===== config.mk =====
export PLATFORM = sky130hd
export DESIGN_NAME = lzssud_front
export DESIGN_NICKNAME = d
export VERILOG_FILES = /design/src/sv/lzssud_pkg.sv /design/src/sv/lzssud_front.sv
export SDC_FILE = /design/constraint.sdc
export NUM_CORES = 1
export LEC_CHECK = 0
export ABC_AREA = 1
export BUFFER_PORTS_ARGS = -buffer_cell sky130_fd_sc_hd__buf_2
export CAP_MARGIN = 20
export CORE_UTILIZATION = 45
export DETAILED_ROUTE_END_ITERATION = 16
export SKIP_LAST_GASP = 1
export SYNTH_ARGS = -nofsm -noshare
export SYNTH_HDL_FRONTEND = slang
export SYNTH_SLANG_ARGS = --single-unit

===== constraint.sdc =====
create_clock -name clk -period 14.18 [get_ports clk]
set_input_delay 0.709 -clock clk [delete_from_list [all_inputs] [get_ports clk]]
set_output_delay 0.709 -clock clk [all_outputs]
set_load 0.02 [all_outputs]

===== src/sv/lzssud_pkg.sv =====
package lzssud_pkg;

  localparam int DIST_W     = 14;
  localparam int CNT_W      = 7;
  localparam int OLEN_W     = 24;
  localparam int CFG_IDX_W  = 2;
  localparam int CFG_DATA_W = 24;
  localparam int CMDQ_DEPTH = 4;

  localparam logic [CFG_IDX_W-1:0] CFG_UNIT_BYTES    = 2'd0;
  localparam logic [CFG_IDX_W-1:0] CFG_LENGTH_BIAS   = 2'd1;
  localparam logic [CFG_IDX_W-1:0] CFG_OUTPUT_LENGTH = 2'd2;

  typedef struct packed {
    logic [7:0] in_byte;
    logic       stream_start;
    logic       input_last;
  } in_t;

  typedef struct packed {
    logic [7:0] out_byte;
    logic       has_data;
    logic       run_last;
    logic       stream_end;
    logic       bad_reference;
  } out_t;

  typedef struct packed {
    logic [2:0]        unit_bytes;
    logic [1:0]        length_bias;
    logic [OLEN_W-1:0] output_length;
  } cfg_t;

  typedef enum logic [1:0] {
    KIND_NONE  = 2'd0,
    KIND_LIT   = 2'd1,
    KIND_MATCH = 2'd2
  } cmd_kind_t;

  typedef struct packed {
    cmd_kind_t         kind;
    logic [7:0]        data;
    logic [CNT_W-1:0]  count;
    logic [DIST_W-1:0] offset;
    logic [OLEN_W-1:0] base;
    logic              ending;
  } cmd_t;

  typedef struct packed {
    logic empty;
    logic full;
    cmd_t head;
  } cmdq_status_t;

endpackage


===== src/sv/lzssud_front.sv =====
module lzssud_front import lzssud_pkg::*; #(
  parameter int MAX_RUN = 64
) (
  input  logic clk,
  input  logic rst,
  input  cfg_t cfg,
  input  logic in_valid,
  output logic in_stall,
  input  in_t  in_data,
  input  logic q_full,
  output logic push,
  output cmd_t push_cmd
);

  typedef enum logic [3:0] {
    PH_FLAG = 4'b0001,
    PH_LIT  = 4'b0010,
    PH_TLO  = 4'b0100,
    PH_THI  = 4'b1000
  } phase_t;

  phase_t            phase;
  phase_t            phase_next;
  logic [3:0]        bit_index;
  logic [3:0]        bit_index_next;
  logic [7:0]        flag_bits;
  logic [7:0]        flag_bits_next;
  logic [2:0]        literal_left;
  logic [2:0]        literal_left_next;
  logic [7:0]        token_low;
  logic [7:0]        token_low_next;
  logic              closed;
  logic              closed_next;
  logic [OLEN_W-1:0] produced;
  logic [OLEN_W-1:0] produced_next;

  logic              accept;
  logic              ignore;
  logic              ending;
  logic [2:0]        unit;
  phase_t            ph0;
  logic [3:0]        bit0;
  logic [2:0]        lit0;
  logic [OLEN_W-1:0] p0;
  logic [2:0]        lit_dec;
  logic [3:0]        bit_adv;
  logic [15:0]       tok;
  logic [DIST_W-1:0] offset;
  logic [4:0]        len_code;
  logic [CNT_W-1:0]  len_raw;
  logic [CNT_W-1:0]  len_clip;
  logic [OLEN_W-1:0] remaining;
  logic [CNT_W-1:0]  n;

  function automatic phase_t select_phase(input logic [3:0] bi, input logic [7:0] fl);
    phase_t p;
    if (bi[3]) begin
      p = PH_FLAG;
    end else if (fl[bi[2:0]]) begin
      p = PH_LIT;
    end else begin
      p = PH_TLO;
    end
    return p;
  endfunction

  assign in_stall = q_full;
  assign accept   = in_valid && !q_full;

  always_comb begin
    if (cfg.unit_bytes == 3'd0) begin
      unit = 3'd1;
    end else if (cfg.unit_bytes > 3'd4) begin
      unit = 3'd4;
    end else begin
      unit = cfg.unit_bytes;
    end
  end

  assign ph0  = in_data.stream_start ? PH_FLAG : phase;
  assign bit0 = in_data.stream_start ? 4'd8 : bit_index;
  assign lit0 = in_data.stream_start ? 3'd0 : literal_left;
  assign p0   = in_data.stream_start ? '0 : produced;

  assign ignore = !in_data.stream_start && (closed || produced >= cfg.output_length);

  assign lit_dec   = (lit0 != 3'd0) ? lit0 - 3'd1 : 3'd0;
  assign bit_adv   = bit0 + 4'd1;
  assign tok       = {in_data.in_byte, token_low};
  assign offset    = {2'b0, tok[15:4]} * {11'b0, unit};
  assign len_code  = {1'b0, tok[3:0]} + {3'b0, cfg.length_bias};
  assign len_raw   = {2'b0, len_code} * {4'b0, unit};
  assign len_clip  = (len_raw > CNT_W'(MAX_RUN)) ? CNT_W'(MAX_RUN) : len_raw;
  assign remaining = cfg.output_length - p0;

  always_comb begin
    phase_next        = ph0;
    bit_index_next    = bit0;
    flag_bits_next    = flag_bits;
    literal_left_next = lit0;
    token_low_next    = token_low;
    n                 = '0;
    if (p0 < cfg.output_length) begin
      unique case (ph0)
        PH_FLAG: begin
          flag_bits_next = in_data.in_byte;
          bit_index_next = 4'd0;
          phase_next     = select_phase(4'd0, in_data.in_byte);
          if (phase_next == PH_LIT) begin
            literal_left_next = unit;
          end
        end
        PH_LIT: begin
          n                 = CNT_W'(1);
          literal_left_next = lit_dec;
          if (lit_dec == 3'd0) begin
            bit_index_next = bit_adv;
            phase_next     = select_phase(bit_adv, flag_bits);
            if (phase_next == PH_LIT) begin
              literal_left_next = unit;
            end
          end
        end
        PH_TLO: begin
          token_low_next = in_data.in_byte;
          phase_next     = PH_THI;
        end
        PH_THI: begin
          n = ({{(OLEN_W-CNT_W){1'b0}}, len_clip} > remaining)
              ? remaining[CNT_W-1:0] : len_clip;
          bit_index_next = bit_adv;
          phase_next     = select_phase(bit_adv, flag_bits);
          if (phase_next == PH_LIT) begin
            literal_left_next = unit;
          end
        end
        default: begin
          phase_next = PH_FLAG;
        end
      endcase
    end
  end

  assign produced_next = p0 + {{(OLEN_W-CNT_W){1'b0}}, n};
  assign closed_next   = (!in_data.stream_start && closed) || in_data.input_last;
  assign ending        = in_data.input_last || produced_next >= cfg.output_length;

  assign push = accept && !ignore && (n != '0 || ending);

  always_comb begin
    push_cmd.data   = in_data.in_byte;
    push_cmd.count  = n;
    push_cmd.offset = offset;
    push_cmd.base   = p0;
    push_cmd.ending = ending;
    if (n == '0) begin
      push_cmd.kind = KIND_NONE;
    end else if (ph0 == PH_LIT) begin
      push_cmd.kind = KIND_LIT;
    end else begin
      push_cmd.kind = KIND_MATCH;
    end
  end

  always_ff @(posedge clk) begin
    if (accept && !ignore) begin
      flag_bits <= flag_bits_next;
      token_low <= token_low_next;
    end
  end

  always_ff @(posedge clk) begin
    if (rst) begin
      phase        <= PH_FLAG;
      bit_index    <= 4'd8;
      literal_left <= 3'd0;
      closed       <= 1'b0;
      produced     <= '0;
    end else if (accept && !ignore) begin
      phase        <= phase_next;
      bit_index    <= bit_index_next;
      literal_left <= literal_left_next;
      closed       <= closed_next;
      produced     <= produced_next;
    end
  end

endmodule


Word level (Yosys, flattened, before mapping)
Index checks and enable logic that the tools add are counted.
{"block": "word_totals", "register_bits": 52, "input_bits": 43, "output_inout_bits": 58, "elab_cells": 84}
{"block": "op_classes", "addsub": 5, "mul": 2, "order_cmp": 7, "eq_ne": 7, "mux": 37, "reduce_logical": 19}
{"cell": "2-to-1 mux 4 bit", "count": 14}
{"cell": "greater-or-equal comparator 24 bit", "count": 2}
{"cell": "2-to-1 mux 3 bit", "count": 11}
{"cell": "adder 24 x 7 -> 24 bit", "count": 1}
{"cell": "> comparator 7 x 24 -> 1 bit", "count": 1}
{"cell": "< comparator 24 bit", "count": 1}
{"cell": "2-to-1 mux 24 bit", "count": 1}
{"cell": "subtractor 24 bit", "count": 1}
{"cell": "2-to-1 mux 7 bit", "count": 3}
{"cell": "equality test 4 x 2 -> 1 bit (second input constant)", "count": 4}
{"cell": "case mux 4 bit (4 select lines)", "count": 1}
{"cell": "multiplier 12 x 3 -> 14 bit", "count": 1}
{"cell": "case mux 7 bit (2 select lines)", "count": 1}
{"cell": "case mux 4 bit (3 select lines)", "count": 1}
{"cell": "case mux 3 bit (3 select lines)", "count": 1}
{"cell": "> comparator 7 bit (second input constant)", "count": 1}
{"cell": "logical NOT 7 bit", "count": 1}
{"cell": "multiplier 5 x 3 -> 7 bit", "count": 1}
{"cell": "nonzero test 7 bit", "count": 1}
{"cell": "logical NOT 3 bit", "count": 2}
{"cell": "AND reduction 3 bit", "count": 2}
{"cell": "adder 4 x 2 -> 5 bit", "count": 1}
{"cell": "logical AND 1 bit", "count": 5}
{"cell": "adder 4 x 1 -> 4 bit (second input constant)", "count": 1}
{"cell": "other kinds (12)", "count": 18}

Longest topological paths before layout
{"block": "depth", "ltp_word": 15, "ltp_mapped": 55}

Worst setup path before layout
No wires, ideal clock.
{"block": "synth_path", "path_type": "input-to-output", "start": "input cfg[24] (netlist name)", "end": "output push", "t_arrival_ps": 7562, "required_ps": 13471, "setup_slack_ps": 5909, "stages": 48, "path_buffers": 0, "cell_sequence": "ha_1 -> fa_1 -> xor2_1 -> nand2_1 -> fa_1 -> inv_1 -> ha_1 -> inv_1 -> fa_1 -> o21ai_0 -> a21oi_1 -> xor2_1 -> nand2_1 -> nand2_1 -> inv_1 -> ha_1 -> nand2_1 -> nor3_1 -> (+12 left out) -> ha_1 -> a21oi_1 -> nand3_1 -> nand2_1 -> xor2_1 -> inv_1 -> ha_1 -> o21a_1 -> o21ai_0 -> nand2_1 -> a21oi_1 -> o21ai_0 -> nand2_1 -> nand2_1 -> nand2_1 -> nand3_1 -> o21ai_0 -> inv_1"}
{"element": "start, declared", "line": "lzssud_front.sv:6", "text": "input cfg_t cfg,"}
{"element": "end, declared", "line": "lzssud_front.sv:11", "text": "output logic push,"}

Final worst setup path
{"block": "layout_path", "start": "input cfg[28] (netlist name)", "end": "output push"}
{"block": "layout_via", "elab_chain_len": 15}
{"element": "> comparator 3 bit", "line": "lzssud_front.sv:73", "text": "end else if (cfg.unit_bytes > 3'd4) begin"}
{"element": "2-to-1 mux 3 bit", "line": "lzssud_front.sv:73"}
{"element": "2-to-1 mux 3 bit *", "line": "lzssud_front.sv:71", "text": "if (cfg.unit_bytes == 3'd0) begin"}
{"element": "multiplier 5 x 3 -> 7 bit *", "line": "lzssud_front.sv:92", "text": "assign len_raw = {2'b0, len_code} * {4'b0, unit};"}
{"element": "> comparator 7 bit", "line": "lzssud_front.sv:93", "text": "assign len_clip = (len_raw > CNT_W'(MAX_RUN)) ? CNT_W'(MAX_RUN) : len_raw;"}
{"element": "2-to-1 mux 7 bit *", "line": "lzssud_front.sv:93"}
{"element": "> comparator 7 x 24 -> 1 bit", "line": "lzssud_front.sv:129", "text": "n = ({{(OLEN_W-CNT_W){1'b0}}, len_clip} > remaining)"}
{"element": "2-to-1 mux 7 bit *", "line": "lzssud_front.sv:130", "text": "? remaining[CNT_W-1:0] : len_clip;"}
{"element": "case mux 7 bit (2 select lines) *", "line": "lzssud_front.sv:104", "text": "unique case (ph0)"}
{"element": "2-to-1 mux 7 bit *", "line": "lzssud_front.sv:103", "text": "if (p0 < cfg.output_length) begin"}
{"element": "adder 24 x 7 -> 24 bit *", "line": "lzssud_front.sv:144", "text": "assign produced_next = p0 + {{(OLEN_W-CNT_W){1'b0}}, n};"}
{"element": "via produced_next[2]", "line": "lzssud_front.sv:35", "text": "logic [OLEN_W-1:0] produced_next;"}
{"element": "greater-or-equal comparator 24 bit *", "line": "lzssud_front.sv:146", "text": "assign ending = in_data.input_last || produced_next >= cfg.output_length;"}
{"element": "logical OR 1 bit *", "line": "lzssud_front.sv:146"}
{"element": "logical OR 1 bit *", "line": "lzssud_front.sv:148", "text": "assign push = accept && !ignore && (n != '0 || ending);"}
{"element": "logical AND 1 bit *", "line": "lzssud_front.sv:148"}
Mark *: on every way through the listed nets, which the timed path passes. The rest lies on a longest branch.

==> results.ini <==
[flow_run]
drv_cap = 0

[place]
post-place-ws_ns = 4.739
placed_cell_area_um2 = 8987
dp_hpwl_um = 21460
place.port_buffers = 100
gp_congestion = 0.9660

[global_routing]
antenna_found_initial = 1
grt-ovfl-total = 0
grt.total_usage_pct = 26.55
grt_max_degree = 46
grt_pass1_vias = 8119
grt_pass1_wl_um = 40690

[power]
powerDensity_nw_per_um2 = 60.23
ir_drop_uv = 47.65
p_leak_nw = 5.227

[yosys]
synthTopCellsByArea = ha_1 (17%), nand2_1 (15%), inv_1 (14%)
synthXorXnorAreaFrac_pct = 3.546
yosysTopAreaCell = ha_1
ys_warn_count = 0
synth_edf_count = 16
synth.top_cell.area_share_pct = 16.53
synth-compound-area-share_pct = 12.50
synth.distinct_cells = 54
synthTopCellsByCount = nand2_1 (341), inv_1 (301), nor2_1 (124)
synth-simple-area-share_pct = 33.24
synth_top_family_by_area = simple AND/OR/NAND/NOR gates
synth_ff_type = dfxtp_1
synth_fa_ha_area_share_pct = 20.62
ys_seq_area_share_pct = 14.43
async_flop_share_pct = 0
muxShareOfSynthArea_pct = 0
syn-num-nets = 1538
synth_most_common_cell = nand2_1
synthCells = 1368
syn_avg_cell_area_um2 = 6.087
syn-cell-area_um2 = 8327
ys_seq_elements = 52

[clocking]
cts_inserted_buffers = 5
post-cts-setup-buffers = 0
tritoncts = done
htreeDepth = 2
cts_buffer_depth = 2
cts.reportedPaths.clkPinSlew_ns = 0.07
root_buffer = clkbuf_16
clock_latency_ns = 0.31
hold_buffers = 0
cts.sinks = 52
cts_repair_resize_count = 0

[detailed_routing]
drt_iter0_drc = 499
met3_length_um = 1225
ant_nets = 0
post-route-drc-count = 0
drt-met1-wl_um = 10800
wirelength_um = 25540
wl_met2_um = 12670
vias = 8596
first_pass_iters = 6
highest_layer = met4
vias_per_cell = 5.117
post_drt_wl_per_cell_um = 15.20

[floorplan]
die_x_um = 138.0
die_h_um = 138.0
start_util_pct = 46.20
core_area_um2 = 18020
num_io_pins = 101
num_rows = 49
die_area_um2 = 19050

[sta]
relSlewSlack_pct = 35.12
clock_skew_ns = 0.01059
worst_slack_ns = 4.687
worst_slew_pin_slew_ns = 0.9721
setup_tns_ns = 0
slew_viol_final = 0
fmaxAchievable_ghz = 0.1053
finalSetupViolations = 0
finalCritPeriodShare_pct = 66.95
finalHoldViolations = 0
finalCriticalPeriod_ns = 9.493
rsz0062_at_grt = no

[setup_path]
crit_required_ns = 13.47
crit_path_max_fanout = 17
cp_slowest_cell = fa_1
startpoint_type = input port
r2r_slack_ns = 7.29
path_class = in -> out
crit_top_cell = nand2_1
cp.arrival_ns = 8.78
crit_path_end_kind = primary output
cpPeakStageDelay_ns = 0.42

[cells_and_area]
nFillCells = 1944
stdcell_area_um2 = 9140
num-nets-final = 1620
final_util_pct = 50.71
area_growth_pct = 9.767
antenna_cells = 0
drive_gt1_share_pct = 10.89

[worst_hold_path]
worstHoldPathType = reg -> reg

[status]
outcome = finished clean

worst max-delay path: cells and delay by family:
kind                       cells  cell delay, ns
buffers and inverters         12            1.48
and+or+nand+nor               20            1.95
adders and majority gates      7            1.97
xor gates and xnor gates       2            0.60
AOI/OAI and AO/OA             13            2.05
power breakdown:
group / leakage [nW] / total, mW / internal [mW] / switching (mW)
registers: 0.441 / 0.166 / 0.161 / 0.00436
clock network: 0.0719 / 0.135 / 0.0674 / 0.0673
logic: 4.71 / 0.250 / 0.0837 / 0.166
total: 5.23 / 0.550 / 0.313 / 0.238
final timing paths:
path,startpoint,end,depth (start not counted)
worst max-delay path,cfg[28],push,54
worst max register to register,token_low[0],produced[14],43
worst min-delay path,phase[3],phase[3],2
worst min register to register,phase[3],phase[3],2
layout make-up:
| cell class | count | area, µm² | area share, % |
|---|---|---|---|
| clock buffer | 5 | 125.1 | 1.369 |
| clock inverter | 3 | 27.53 | 0.3012 |
| inverter | 310 | 1164 | 12.73 |
| multi-input combinational | 979 | 5821 | 63.68 |
| sequential | 52 | 1201 | 13.14 |
| tap | 229 | 286.5 | 3.135 |
| timing repair buffer | 102 | 515.5 | 5.640 |
cells in the final DEF (no fill, tap or decap), drive strengths merged, types with 2 or more instances in the layout:
cell / n
edfxtp: 16
o221ai: 3
o211ai: 7
clkbuf: 5
o21a: 7
nor2: 136
fa: 17
nor4: 9
o21bai: 2
inv: 310
nand3b: 7
a31oi: 2
buf: 102
or2: 2
a211oi: 2
o22ai: 3
nand3: 73
o21ai: 57
clkinv: 2
xnor2: 5
a21oi: 93
and2: 4
nor3: 21
nand2: 357
ha: 110
xor2: 27
dfxtp: 36
a22oi: 3
nand4: 23
state kept, by name, indices dropped and copies added, names as in the netlist:
register,count
bit_index,4
phase,4
flag_bits,8
literal_left,3
token_low,8
produced,24
closed,1
stage by stage:
step / cells / total power, mW / hold slack (ns)
2_1_floorplan: 1368 / 0.3503 / 0.4342
3_3_place_gp: 1672 / 0.4172 / 0.4450
3_5_place_dp: 1672 / 0.4181 / 0.4540
4_1_cts: 1680 / 0.5553 / 0.4678
5_1_grt: 1680 / 0.5944 / 0.4878
6_report: 1680 / 0.5505 / 0.4648
metal layers:
metal,global-route usage [%],vias to the layer above
met5,0,-
met4,9.138,0
met3,2.736,48
met2,47.97,242
met1,32.60,3820
li1,-,4486
cell families (layout without fill, tap and decap cells):
group                    after synthesis  after routing
AO/OA/AOI/OAI                        187            187
XOR/XNOR                              32             32
adder cells (fa/ha/maj)              127            127
buffers and inverters                337            420
flip-flops                            52             52
AND/OR/NAND/NOR                      633            633
Power figures use the tool's default switching activity.
