### src/sv/lzssud_pkg.sv
package lzssud_pkg;

  localparam int DIST_W     = 14;
  localparam int CNT_W      = 7;
  localparam int OLEN_W     = 24;
  localparam int CFG_IDX_W  = 2;
  localparam int CFG_DATA_W = 24;
  localparam int CMDQ_DEPTH = 4;

  localparam logic [CFG_IDX_W-1:0] CFG_UNIT_BYTES    = 2'd0;
  localparam logic [CFG_IDX_W-1:0] CFG_LENGTH_BIAS   = 2'd1;
  localparam logic [CFG_IDX_W-1:0] CFG_OUTPUT_LENGTH = 2'd2;

  typedef struct packed {
    logic [7:0] in_byte;
    logic       stream_start;
    logic       input_last;
  } in_t;

  typedef struct packed {
    logic [7:0] out_byte;
    logic       has_data;
    logic       run_last;
    logic       stream_end;
    logic       bad_reference;
  } out_t;

  typedef struct packed {
    logic [2:0]        unit_bytes;
    logic [1:0]        length_bias;
    logic [OLEN_W-1:0] output_length;
  } cfg_t;

  typedef enum logic [1:0] {
    KIND_NONE  = 2'd0,
    KIND_LIT   = 2'd1,
    KIND_MATCH = 2'd2
  } cmd_kind_t;

  typedef struct packed {
    cmd_kind_t         kind;
    logic [7:0]        data;
    logic [CNT_W-1:0]  count;
    logic [DIST_W-1:0] offset;
    logic [OLEN_W-1:0] base;
    logic              ending;
  } cmd_t;

  typedef struct packed {
    logic empty;
    logic full;
    cmd_t head;
  } cmdq_status_t;

endpackage

### src/sv/lzssud_cmdq.sv
module lzssud_cmdq import lzssud_pkg::*; (
  input  logic         clk,
  input  logic         rst,
  input  logic         push,
  input  cmd_t         push_cmd,
  input  logic         pop,
  output cmdq_status_t status
);

  localparam int PW = $clog2(CMDQ_DEPTH);

  cmd_t         entries [CMDQ_DEPTH];
  logic [PW-1:0] wr_ptr;
  logic [PW-1:0] rd_ptr;
  logic [PW:0]   count;
  logic          do_push;
  logic          do_pop;

  assign status.empty = (count == '0);
  assign status.full  = (count == (PW+1)'(CMDQ_DEPTH));
  assign status.head  = entries[rd_ptr];

  assign do_push = push && !status.full;
  assign do_pop  = pop && !status.empty;

  always_ff @(posedge clk) begin
    if (do_push) begin
      entries[wr_ptr] <= push_cmd;
    end
  end

  always_ff @(posedge clk) begin
    if (rst) begin
      wr_ptr <= '0;
      rd_ptr <= '0;
      count  <= '0;
    end else begin
      if (do_push) begin
        wr_ptr <= wr_ptr + PW'(1);
      end
      if (do_pop) begin
        rd_ptr <= rd_ptr + PW'(1);
      end
      if (do_push && !do_pop) begin
        count <= count + (PW+1)'(1);
      end else if (do_pop && !do_push) begin
        count <= count - (PW+1)'(1);
      end
    end
  end

endmodule

### config.mk
export PLATFORM = sky130hd
export DESIGN_NAME = lzssud_cmdq
export DESIGN_NICKNAME = d
export VERILOG_FILES = /design/src/sv/lzssud_pkg.sv /design/src/sv/lzssud_cmdq.sv
export SDC_FILE = /design/constraint.sdc
export NUM_CORES = 1
export LEC_CHECK = 0
export BUFFER_PORTS_ARGS = -buffer_cell sky130_fd_sc_hd__buf_2
export CORE_ASPECT_RATIO = 1.5
export CORE_MARGIN = 2
export CORE_UTILIZATION = 60
export CTS_CLUSTER_DIAMETER = 30
export DETAILED_ROUTE_END_ITERATION = 16
export HOLD_SLACK_MARGIN = 0.1
export PLACE_DENSITY = 0.88
export REMOVE_ABC_BUFFERS = 1
export SYNTH_ARGS = -nofsm -noshare
export SYNTH_HDL_FRONTEND = slang
export SYNTH_SLANG_ARGS = --single-unit
### constraint.sdc
create_clock -name clk -period 7.1 [get_ports clk]
set_input_delay 1.065 -clock clk [delete_from_list [all_inputs] [get_ports clk]]
set_output_delay 1.065 -clock clk [all_outputs]
set_load 0.03 [all_outputs]
After elaboration in Yosys (flattened, before gate mapping):

Memory sizes are Yosys's and may differ from the RTL's. A register that Yosys moved wholly into a read port is not among the register bits.
Cells that the tools add are included.

* equal/unequal tests: 1
* mux-type cells: 6
* add/subtract/negate cells: 4
* reduce and logical (&&, ||, !) cells: 10

Operators with widths (count)
* two-way mux 3 bit: 2
* adder 2 x 1 -> 2 bit, second input constant: 2
* logical AND 1 bit: 4
* zero test 1 bit: 4
* two-way mux 2 bit: 2
* adder 3 x 1 -> 3 bit, second input constant: 1
* == test 3 bit, second input constant: 1
* zero test 3 bit: 1
* subtractor 3 x 1 -> 3 bit, second input constant: 1
* two-way mux 1 bit: 2
* nonzero test 2 bit: 1

* logic and storage cells: 25
* input port bits: 60
* flip-flop bits (word level): 7
* output and inout port bits: 58
* memories kept: 1
* RAM bits: 224

Memory list
* entries: words 4, bits a word 56, read ports 1, clocked after Yosys merged registers in 1, wr ports 1, line lzssud_cmdq.sv:12 `cmd_t entries [CMDQ_DEPTH];`

Longest topological paths before layout:

Gate-level depths: netlist (run 1).

* depth in word-level cells: 7
* mapped depth: 8
* gate-level depth less buffers: 8

Worst setup path after synthesis (run 1):

Ideal clock, no wire load.

* path kind: input to register
* start point: input port push
* end point: memory entries[0][0] (netlist bit), enable pin
* required time: 6680 ps
* path buffers: 0
* stages: 3
* arrival time: 2730 ps
* setup slack: 3950 ps
* library setup time: 420 ps
* path through: inv_1 > nor2_1 > and2_1

* word-level cells in the longest chain between the ends: 3

Ends and longest elaborated chain
* from (decl): line lzssud_cmdq.sv:4 `input logic push,`
* logical AND 1 bit: line lzssud_cmdq.sv:23 `assign do_push = push && !status.full;`
* net do_push: line lzssud_cmdq.sv:16 `logic do_push;`
* two-way mux 1 bit: line lzssud_cmdq.sv:27 `if (do_push) begin`
* two-way mux 1 bit (not written as such): line lzssud_cmdq.sv:28 `entries[wr_ptr] <= push_cmd;`
* to (decl): line lzssud_cmdq.sv:12

The timed path passes the listed nets, and every way through them passes these cells.

==> results of run 1 <==
==> logic make-up (layout without fill, tap and decap cells) <==
| family | Yosys count | in the layout |
|---|---|---|
| xor gates and xnor gates | 4 | 4 |
| and+or+nand+nor | 16 | 16 |
| DFF | 233 | 233 |
| buffers and inverters | 17 | 176 |
| AOI/OAI and AO/OA | 6 | 6 |
| adders and majority gates | 6 | 6 |
| other | 0 | 3 |
| muxes | 58 | 58 |
==> metrics by stage <==
stage / cell area (sq um) / setup slack, ps / hold WS (ps) / std cells
floorplan: 8450 / 2870 / 481 / 327
global placement: 9320 / 4020 / 491 / 641
detailed placement: 9320 / 4030 / 511 / 641
CTS: 10200 / 3470 / 522 / 691
global route: 10200 / 3340 / 554 / 692
finish: 10200 / 3550 / 520 / 694
==> sequential cells by signal, indices dropped and copies added (netlist names), named ones only <==
register and count:
wr_ptr 2, count 3, entries 224, rd_ptr 2
==> critical path, delay by kind of cell (launching register included) <==
family,cells,cell delay (ps)
buffers and inverters,1,200
flip-flops,1,1070
multiplexers,1,630
==> layer usage <==
layer  vias to the layer above  track usage (%)  wire [microns]
li1                       1735                -               -
met4                         2             6.76             377
met3                        29             3.90             734
met5                         -                0               7
met2                       106             32.7            7720
met1                      1989             25.1            5460
==> final cells by class <==
class,instances,area (sq um),share of cell area (%)
flip-flops and latches,233,6910,67.6
diodes,3,7.51,0.0735
multi-input cells,90,1530,15.0
inverters,4,15.0,0.147
clock buffers,28,679,6.65
repair buffers,122,623,6.10
clock inverters,22,213,2.08
well taps,192,240,2.35
==> placed cells by master (no fill, tap or decap), drive strengths merged <==
| cell type | netlist | final |
|---|---|---|
| o31ai | 1 | 1 |
| nor2 | 6 | 6 |
| diode | 0 | 3 |
| a21oi | 2 | 2 |
| nor3 | 1 | 1 |
| bufinv | 0 | 1 |
| mux4 | 56 | 56 |
| mux2i | 2 | 2 |
| nand2b | 2 | 2 |
| clkbuf | 2 | 28 |
| edfxtp | 224 | 224 |
| o311ai | 1 | 1 |
| or3 | 2 | 2 |
| and2 | 4 | 4 |
| o21ai | 2 | 2 |
| dfxtp | 9 | 9 |
| xor2 | 4 | 4 |
| buf | 11 | 122 |
| ha | 5 | 5 |
| nor3b | 1 | 1 |
| clkinv | 0 | 9 |
| inv | 4 | 16 |
| fa | 1 | 1 |
==> power by group <==
group          switching, mW  internal (mW)
Sequential             0.120           1.66
Clock                  0.563          0.764
Combinational          0.562          0.381
Total                   1.25           2.80
==> worst paths after layout <==
check                                  end  slack, ps       from  cells past startpoint
worst max register to register    count[2]       4820   count[0]                      8
worst min register to register   wr_ptr[1]        520  wr_ptr[1]                      2
worst min-delay path             wr_ptr[1]        520  wr_ptr[1]                      2
worst max-delay path            status[15]       3550   register                      2
==> summary.md, run 1 <==
| Metric | Value |
|---|---|
| GP Congestion | 0.748 |
| Number of detailed-route iterations in the first pass | 4 |
| Top-count cell post-synth | edfxtp_1 |
| CTS tree | done |
| CP Max Fanout | 56 |
| Leakage | 3.49 nW |
| Final Hold Vio Count | 0 |
| PD cells | 396 nW/um^2 |
| Die Span X | 102 microns |
| Mean Syn Cell Area | between 20 and 30 sq um |
| CTS Root Cell | clkbuf_16 |
| Element type at the critical path end | primary output |
| Post-Synthesis Cells | 340 |
| Area fraction in and, or, nand and nor cells after synthesis | 1.05% |
| Top cells by area, synth | edfxtp_1 (78%), mux4_2 (15%), dfxtp_1 (2.1%) |
| Slew Viols, Final | 0 |
| Fin crit period | 3550 ps |
| Filler instances | 805 |
| RSZ-0062 raised after global routing | no |
| FMAX | 282 MHz |
| Status | complete, no violations |
| Post-CTS resize count | 0 |
| Final setup viols | 0 |
| Global Route Usage Sum | approximately a fifth |
| TritonCTS Buffers | 27 |
| Post-synth cell types | 23 |
| Critical path's slowest cell | dfxtp_4 |
| Worst Skew | 6.58 ps |
| Setup_tns | 0 ps |
| Cell taking the most area after synthesis | edfxtp_1 |
| Worst Path Arrival | roughly 2500 ps |
| Setup CP Type | register to primary output |
| FF+latch count, synth | 233 |
| FP Rows | 53 |
| Post-synthesis cell area | 8580 sq um |
| Detailed placer's ending HPWL | 8.20 mm |
| Routed WL per cell | 20.6 microns |
| Nets | about 540 |
| Ys Warns | 0 |
| Vias in the first global route | about 4100 |
| Synth cell count leaders | edfxtp_1 (224), mux4_2 (56), dfxtp_1 (9) |
| Fin util | ~73% |
| Initial Utilization | 61.3% |
| Buffer depth of the longest clock path | 3 |
| Die height | 150 microns |
| Final wirelength | 14.3 mm |
| First-pass GRT wire length | 21.9 mm |
| Worst-Margin Slew | between 1000 and 1500 ps |
| CTS clk-pin slew, worst paths | 60 ps |
| Adder-Cell Fraction of Synth Area | 0.963% |
| Total grt overflow | 0 |
| Antenna viol nets, final | 0 |
| Relative slew slack | 25.1% |
| Post-CTS setup buffers | 0 |
| Nature of the critical path startpoint | register |
| Core Box Area | 14000 sq um |
| CP required | between 6000 and 7000 ps |
| IO Pins | around 120 |
| Layout Area Growth over Synthesis | 19.1% |
| Clock sink count | ~230 |
| Largest net degree at the start of global routing | 57 |
| CP max stage delay | roughly 1100 ps |
| H-tree levels | 1 |
| Max-cap check violation count | 0 |
| HP Class | register to register |
| Crit-path cells | mux4_2, buf_2 |
| Share of layout cells above drive strength 1 | 46.7% |
| Compound-Gate Fraction of Synth Area | 0.423% |
| Mux contribution to synthesized area | 14.9% |
| DR iter-0 viols | 240 |
| Vias | 3861 |
| FFs w/ async S/R, synth | 0% |
| EDFF count, synth | 224 |
| Final Cycle Share | 49.9% |
| # port buffers | 117 |
| Xor and xnor area share after synthesis | 0.408% |
| Drt drc | 0 |
| Top FF cell, synth | edfxtp_1 |
| Vias per Instance | approximately 5.6 |
| Sequential fraction of the synthesis area | between 80% and 90% |
| Max VDD drop | 0.000275 V |
| Die area | ~15000 sq um |
| Largest family of logic cells by synthesized area | multiplexers |
| Clk_lat worst skew | 520 ps |
| Antenna violations before repair | 4 |
| Tot Pwr | 4.05 mW |
| Area share of the largest cell type after synthesis | between 70% and 80% |
| Hold_buf cts | 0 |
No activity file was read; power rests on OpenSTA's default activity.
==> run 2, diff against run 1 <==
--- a/config.mk
+++ b/config.mk
@@ -5,14 +5,15 @@
 export SDC_FILE = /design/constraint.sdc
 export NUM_CORES = 1
 export LEC_CHECK = 0
+export ABC_AREA = 1
 export BUFFER_PORTS_ARGS = -buffer_cell sky130_fd_sc_hd__buf_2
 export CORE_ASPECT_RATIO = 1.5
 export CORE_MARGIN = 2
-export CORE_UTILIZATION = 60
+export CORE_UTILIZATION = 57
 export CTS_CLUSTER_DIAMETER = 30
 export DETAILED_ROUTE_END_ITERATION = 16
 export HOLD_SLACK_MARGIN = 0.1
-export PLACE_DENSITY = 0.88
+export PLACE_DENSITY = 0.84
 export REMOVE_ABC_BUFFERS = 1
 export SYNTH_ARGS = -nofsm -noshare
 export SYNTH_HDL_FRONTEND = slang
==> constraint.sdc (replaced) <==
create_clock -name clk -period 3.5 [get_ports clk]
set_input_delay 0.525 -clock clk [delete_from_list [all_inputs] [get_ports clk]]
set_output_delay 0.525 -clock clk [all_outputs]
set_load 0.03 [all_outputs]
==> summary.md, run 2 <==
| Metric | Value |
|---|---|
| Status | complete, no violations |
| DR iter-0 viols | between 400 and 500 |
| Slew Viols, Final | 0 |
| CTS tree | done |
| FMAX | 354 MHz |
| Final Hold Vio Count | 0 |
| Mux contribution to synthesized area | 0% |
| Antenna viol nets, final | 0 |
| Largest register FFs | between 200 and 250 |
| Sequential fraction of the synthesis area | 75.8% |
| Die area | 17000 sq um |
| Share of layout cells above drive strength 1 | 30.7% |
| First-pass GRT wire length | ~30 mm |
| Leakage | 3.81 nW |
| Final setup viols | 0 |
| Top FF cell, synth | edfxtp_1 |
| Switch Pwr | 2.98 mW |
| Critical path's slowest cell | dfxtp_4 |
| Clk_lat worst skew | 520 ps |
| Area share of the largest cell type after synthesis | 73.8% |
| Relative slew slack | 57.2% |
| Tot Pwr | 8.76 mW |
| Top reg by flops | entries |
| Routed WL per cell | 19.8 microns |
| Adder-Cell Fraction of Synth Area | 0.906% |
| Worst-Margin Slew | around 640 ps |
| R2R setup slack | about 1300 ps |
| PD cells | 813 nW/um^2 |
| CP Buf/Inv Count | 2 |
| Hold_sp | push_cmd[43] |
| Max VDD drop | 0.000496 V |
| Internal | 5.78 mW |
| RSZ-0062 raised after global routing | no |
| Crit. path cell count | 4 |
| Max-cap check violation count | 0 |
| Top cells by area, synth | edfxtp_1 (74%), o21ai_0 (4.6%), nor2_1 (4.1%) |
| Core Box Area | 15600 sq um |
| CP max stage delay | 600 ps |
| Buffer depth of the longest clock path | 3 |
| Top-count cell post-synth | edfxtp_1 |
| Clock sink count | 233 |
| FP Rows | 56 |
| Hold_buf cts | 0 |
| GP Congestion | 0.750 |
| Setup CP Type | register to primary output |
| H-tree levels | 1 |
| Logic pwr share | 27.9% |
| Xor and xnor area share after synthesis | 0.0961% |
| Clock power frac | 31.9% |
| Global Route Usage Sum | about 22% |
| Final Cycle Share | 80.8% |
| Layout Area Growth over Synthesis | 18.3% |
| Mean Syn Cell Area | between 10 and 15 sq um |
| Non-filler cells, final | 958 |
| Synth cell count leaders | edfxtp_1 (224), nor2_1 (100), o21ai_0 (83) |
| # port buffers | around 120 |
| Sequential share of power | between 40% and 50% |
| EDFF count, synth | 224 |
| Ys Warns | 0 |
| FF+latch count, synth | 233 |
| Vias in the first global route | 5762 |
| CP delay by family, top | buffers and inverters |
| Worst R2R End | count[1] |
| CP Max Fanout | 48 |
| IO Pins | 118 |
| Post-Synthesis Cells | 612 |
| Worst Skew | 19.4 ps |
| Fin crit period | about 2800 ps |
| WHS Path Cells | 1 |
| Post-synthesis cell area | roughly 9000 sq um |
| Crit-path cells | buf_4, o21ai_0, o22ai_1, buf_2 |
| Vias | 5542 |
| Compound-Gate Fraction of Synth Area | between 10% and 20% |
| CTS Root Cell | clkbuf_16 |
| Drt drc | 0 |
| Setup WS post-layout | 673 ps |
| Switch share | 34.0% |
| Total grt overflow | 0 |
| Most frequent cells in the layout | edfxtp_1 (224), buf_2 (117), nor2_1 (96) |
| Hold slack | 225 ps |
| Largest family of logic cells by synthesized area | compound AO/OA/AOI/OAI gates |
| Most common cell after layout, fill and taps aside | edfxtp_1 |
| Largest net degree at the start of global routing | 65 |
| CTS clk-pin slew, worst paths | 70 ps |
| Vias per Instance | 5.78 |
| FFs w/ async S/R, synth | 0% |
| Cell taking the most area after synthesis | edfxtp_1 |
| Post-synth cell types | 26 |
| Number of detailed-route iterations in the first pass | 5 |
| Nature of the critical path startpoint | register |
| Die height | 159 microns |
| Area fraction in and, or, nand and nor cells after synthesis | 7.92% |
| Top flop regs | entries (224), count (3) |
| Post-CTS setup buffers | 0 |
| Placement Setup Slack | 1210 ps |
| Worst r2r path cells | 9 |
| Placed cells | 910 |
| Post-CTS resize count | 0 |
| Worst Path Arrival | 2300 ps |
| Worst hold endpoint | entries[3][43] |
| Die Span X | 107 microns |
| Filler instances | 1015 |
| Final wirelength | about 19 mm |
| Element type at the critical path end | primary output |
| CP required | 2970 ps |
| Detailed placer's ending HPWL | between 10 and 15 mm |
| Nets | 801 |
| Initial Utilization | ~58% |
| Reg-to-Reg Start | count[1] |
| Antenna violations before repair | 4 |
| HP Class | primary input to register |
| TritonCTS Buffers | 26 |
-- run 2: cell types whose count changed in the layout (fill, tap and decap cells not counted), sizes merged, moves of 9 or more --
cell	previous run	this run
nor2	6	126
o21ai	2	113
mux4	56	0
o22ai	0	56
nand2	0	15
buf	122	131
-- run 2: metrics by stage --
step / instance area [sq um] / setup TNS, ps / utilization (%)
5_1_grt: 10800 / 0 / 69.0
3_3_place_gp: 9870 / 0 / 63.1
2_1_floorplan: 8860 / -29010 / -
3_5_place_dp: 9870 / 0 / 63.1
6_report: 10800 / 0 / 69.0
4_1_cts: 10800 / 0 / 69.0
-- run 2: cell type report --
class,instances,area (sq um),share of cell area (%)
sequential,233,6910,64.1
multi-input combinational,325,1910,17.8
timing repair buffer,131,716,6.64
clock buffer,28,679,6.30
tap,203,254,2.36
clock inverter,17,229,2.12
inverter,18,70.1,0.650
antenna,3,7.51,0.0696
-- run 2: how the worst max path moves through the flow --
| stage | from | endpoint | slack (ps) |
|---|---|---|---|
| final | register | status[25] | 670 |
| after global routing | register | status[25] | 500 |
| after floorplan | register | status[0] | -560 |
| after CTS | register | status[25] | 660 |
| after global placement | register | status[47] | 1270 |
| after detailed placement | register | status[25] | 1210 |
-- run 2: power groups by stage --
stage               Sequential (mW)  Combinational, mW  Clock (mW)
floorplan                      3.62               1.60           0
global placement               3.56               2.35           0
detailed placement             3.58               2.43           0
CTS                            3.52               2.45        2.83
global route                   3.55               2.60        2.96
finish                         3.52               2.44        2.80
-- run 2: routing by layer --
layer	global-route usage, %	vias up	wire [microns]
met5	0	-	13
met4	7.73	2	474
met3	3.74	33	1180
met2	40.5	223	10400
met1	26.1	2752	6880
li1	-	2532	-
-- run 2: cell families after synthesis --
family,after synthesis
AOI/OAI and AO/OA,172
buffers and inverters,54
DFF,233
xor gates and xnor gates,1
and+or+nand+nor,146
adders and majority gates,6
-- run 2: worst reg2reg max path: stages (launching register included) --
cell and delay, ps:
dfxtp_1 340, nor2_1 140, nand2_1 130, nand2_1 330
inv_1 150, ha_1 250, inv_1 100, fa_1 420
o21ai_0 160, nor2_1 50
==> run 3, diff against run 2 <==
--- a/config.mk
+++ b/config.mk
@@ -5,15 +5,15 @@
 export SDC_FILE = /design/constraint.sdc
 export NUM_CORES = 1
 export LEC_CHECK = 0
-export ABC_AREA = 1
+export ABC_AREA = 0
 export BUFFER_PORTS_ARGS = -buffer_cell sky130_fd_sc_hd__buf_2
 export CORE_ASPECT_RATIO = 1.5
 export CORE_MARGIN = 2
-export CORE_UTILIZATION = 57
+export CORE_UTILIZATION = 51
 export CTS_CLUSTER_DIAMETER = 30
 export DETAILED_ROUTE_END_ITERATION = 16
 export HOLD_SLACK_MARGIN = 0.1
-export PLACE_DENSITY = 0.84
+export PLACE_DENSITY = 0.8
 export REMOVE_ABC_BUFFERS = 1
 export SYNTH_ARGS = -nofsm -noshare
 export SYNTH_HDL_FRONTEND = slang
==> constraint.sdc (replaced) <==
create_clock -name clk -period 2.3 [get_ports clk]
set_input_delay 0.345 -clock clk [delete_from_list [all_inputs] [get_ports clk]]
set_output_delay 0.345 -clock clk [all_outputs]
set_load 0.03 [all_outputs]
==> summary.md, run 3 (same netlist as run 1, synthesis figures left out) <==
| Metric | Value |
|---|---|
| Die height | 163 microns |
| Max VDD drop | 0.000865 V |
| Die area | between 15000 and 20000 sq um |
| # port buffers | 117 |
| Final wirelength | 16.3 mm |
| Fin util | 66.9% |
| HP Class | primary input to register |
| Drt drc | 0 |
| TritonCTS Buffers | 28 |
| Vias in the first global route | 4491 |
| Final Hold Vio Count | 0 |
| Clk_lat worst skew | about 520 ps |
| Status | complete, no violations |
| Number of detailed-route iterations in the first pass | 4 |
| Top reg by flops | entries |
| Layout Area Growth over Synthesis | 29.5% |
| Top flop regs | entries (224), count (3) |
| Largest net degree at the start of global routing | 57 |
| CTS tree | done |
| PD cells | 1220 nW/um^2 |
| Element type at the critical path end | primary output |
| Routed WL per cell | between 20 and 25 microns |
| Total grt overflow | 0 |
| Share of layout cells above drive strength 1 | 43.2% |
| CP Max Fanout | 20 |
| Final Cycle Share | a little over nine tenths |
| GP Congestion | 0.723 |
| Initial Utilization | 51.6% |
| Core Box Area | roughly 17000 sq um |
| Relative slew slack | around two thirds |
| Buffer depth of the longest clock path | 3 |
| Global Route Usage Sum | 18.7% |
| DR iter-0 viols | 288 |
| Detailed placer's ending HPWL | 9.34 mm |
| Antenna violations before repair | 0 |
| Leakage | roughly 3.9 nW |
| Vias | 4208 |
| Clock sink count | between 200 and 250 |
| H-tree levels | 1 |
| IO Pins | 118 |
| RSZ-0062 raised after global routing | yes |
| Worst-Margin Slew | approximately 480 ps |
| Die Span X | 110 microns |
| Most common cell after layout, fill and taps aside | edfxtp_1 |
| R2R setup slack | roughly 170 ps |
| Max-cap check violation count | 0 |
| Slew Viols, Final | 0 |
| FP Rows | 58 |
| Fin crit period | 2240 ps |
| Placement Setup Slack | 74.8 ps |
| FMAX | approximately 450 MHz |
| CP required | 1960 ps |
| Setup WS post-layout | 57.2 ps |
| Setup CP Type | register to primary output |
| Nature of the critical path startpoint | register |
| Antenna viol nets, final | 0 |
| Most frequent cells in the layout | edfxtp_1 (224), buf_2 (117), dlygate4sd3_1 (57) |
| Nets | approximately 610 |
| # diodes | 0 |
| CTS Root Cell | clkbuf_16 |
| Worst Skew | 13.8 ps |
| Vias per Instance | 5.42 |
| Worst Path Arrival | about 1900 ps |
| Setup_tns | 0 ps |
| CTS clk-pin slew, worst paths | about 60 ps |
| Largest register FFs | 224 |
| Final setup viols | 0 |
| First-pass GRT wire length | 24.7 mm |
## run 3: stage by stage
stage	instance area (sq um)	hold WS, ps	cells	power (mW)
5_1_grt	11100	203	777	14.1
6_report	11100	199	777	13.6
3_3_place_gp	9440	493	667	8.59
3_5_place_dp	9440	515	667	8.69
4_1_cts	11100	187	777	13.7
2_1_floorplan	8450	414	327	7.69
## run 3: path summary, 6_finish.rpt
path              from        end  cells past startpoint
max           register  status[5]                      3
max reg2reg   count[1]   count[2]                      7
min                pop   register                      4
min reg2reg  wr_ptr[1]  wr_ptr[1]                      2
## run 3: where the power goes
part | internal (mW) | leakage, nW | switching (mW)
registers | 5.11 | 2.13 | 0.154
logic | 1.35 | 1.21 | 2.05
clock network | 3.22 | 0.524 | 1.72
total | 9.69 | 3.87 | 3.92
## run 3: critical path: stages, from the launching register on
cell	delay, ps
dfxtp_4	400
buf_12	210
mux4_2	540
buf_2	200
## run 3: cell type report
| class | count | area [sq um] |
|---|---|---|
| clock buffers | 29 | 726 |
| clock inverters | 23 | 358 |
| fillers | 1051 | 5510 |
| inverters | 4 | 15.0 |
| multi-input cells | 90 | 1540 |
| flip-flops and latches | 233 | 6910 |
| well taps | 210 | 263 |
| repair buffers | 188 | 1300 |
## run 3: routing by layer
| metal | up-vias | track usage [%] | wire (microns) |
|---|---|---|---|
| met4 | 0 | 6.96 | 391 |
| met1 | 2192 | 22.4 | 5930 |
| li1 | 1858 | - | - |
| met5 | - | 0 | 0 |
| met2 | 131 | 33.6 | 9100 |
| met3 | 27 | 2.96 | 849 |
## run 3: repair_timing
item                                    in CTS  in global routing
hold buffers                                57                  0
gates resized for setup                      1                  1
setup buffers                                1                  0
endpoints found under the setup margin      49                 14
gates cloned                                 0                  0
endpoints found under the hold margin      230                  0
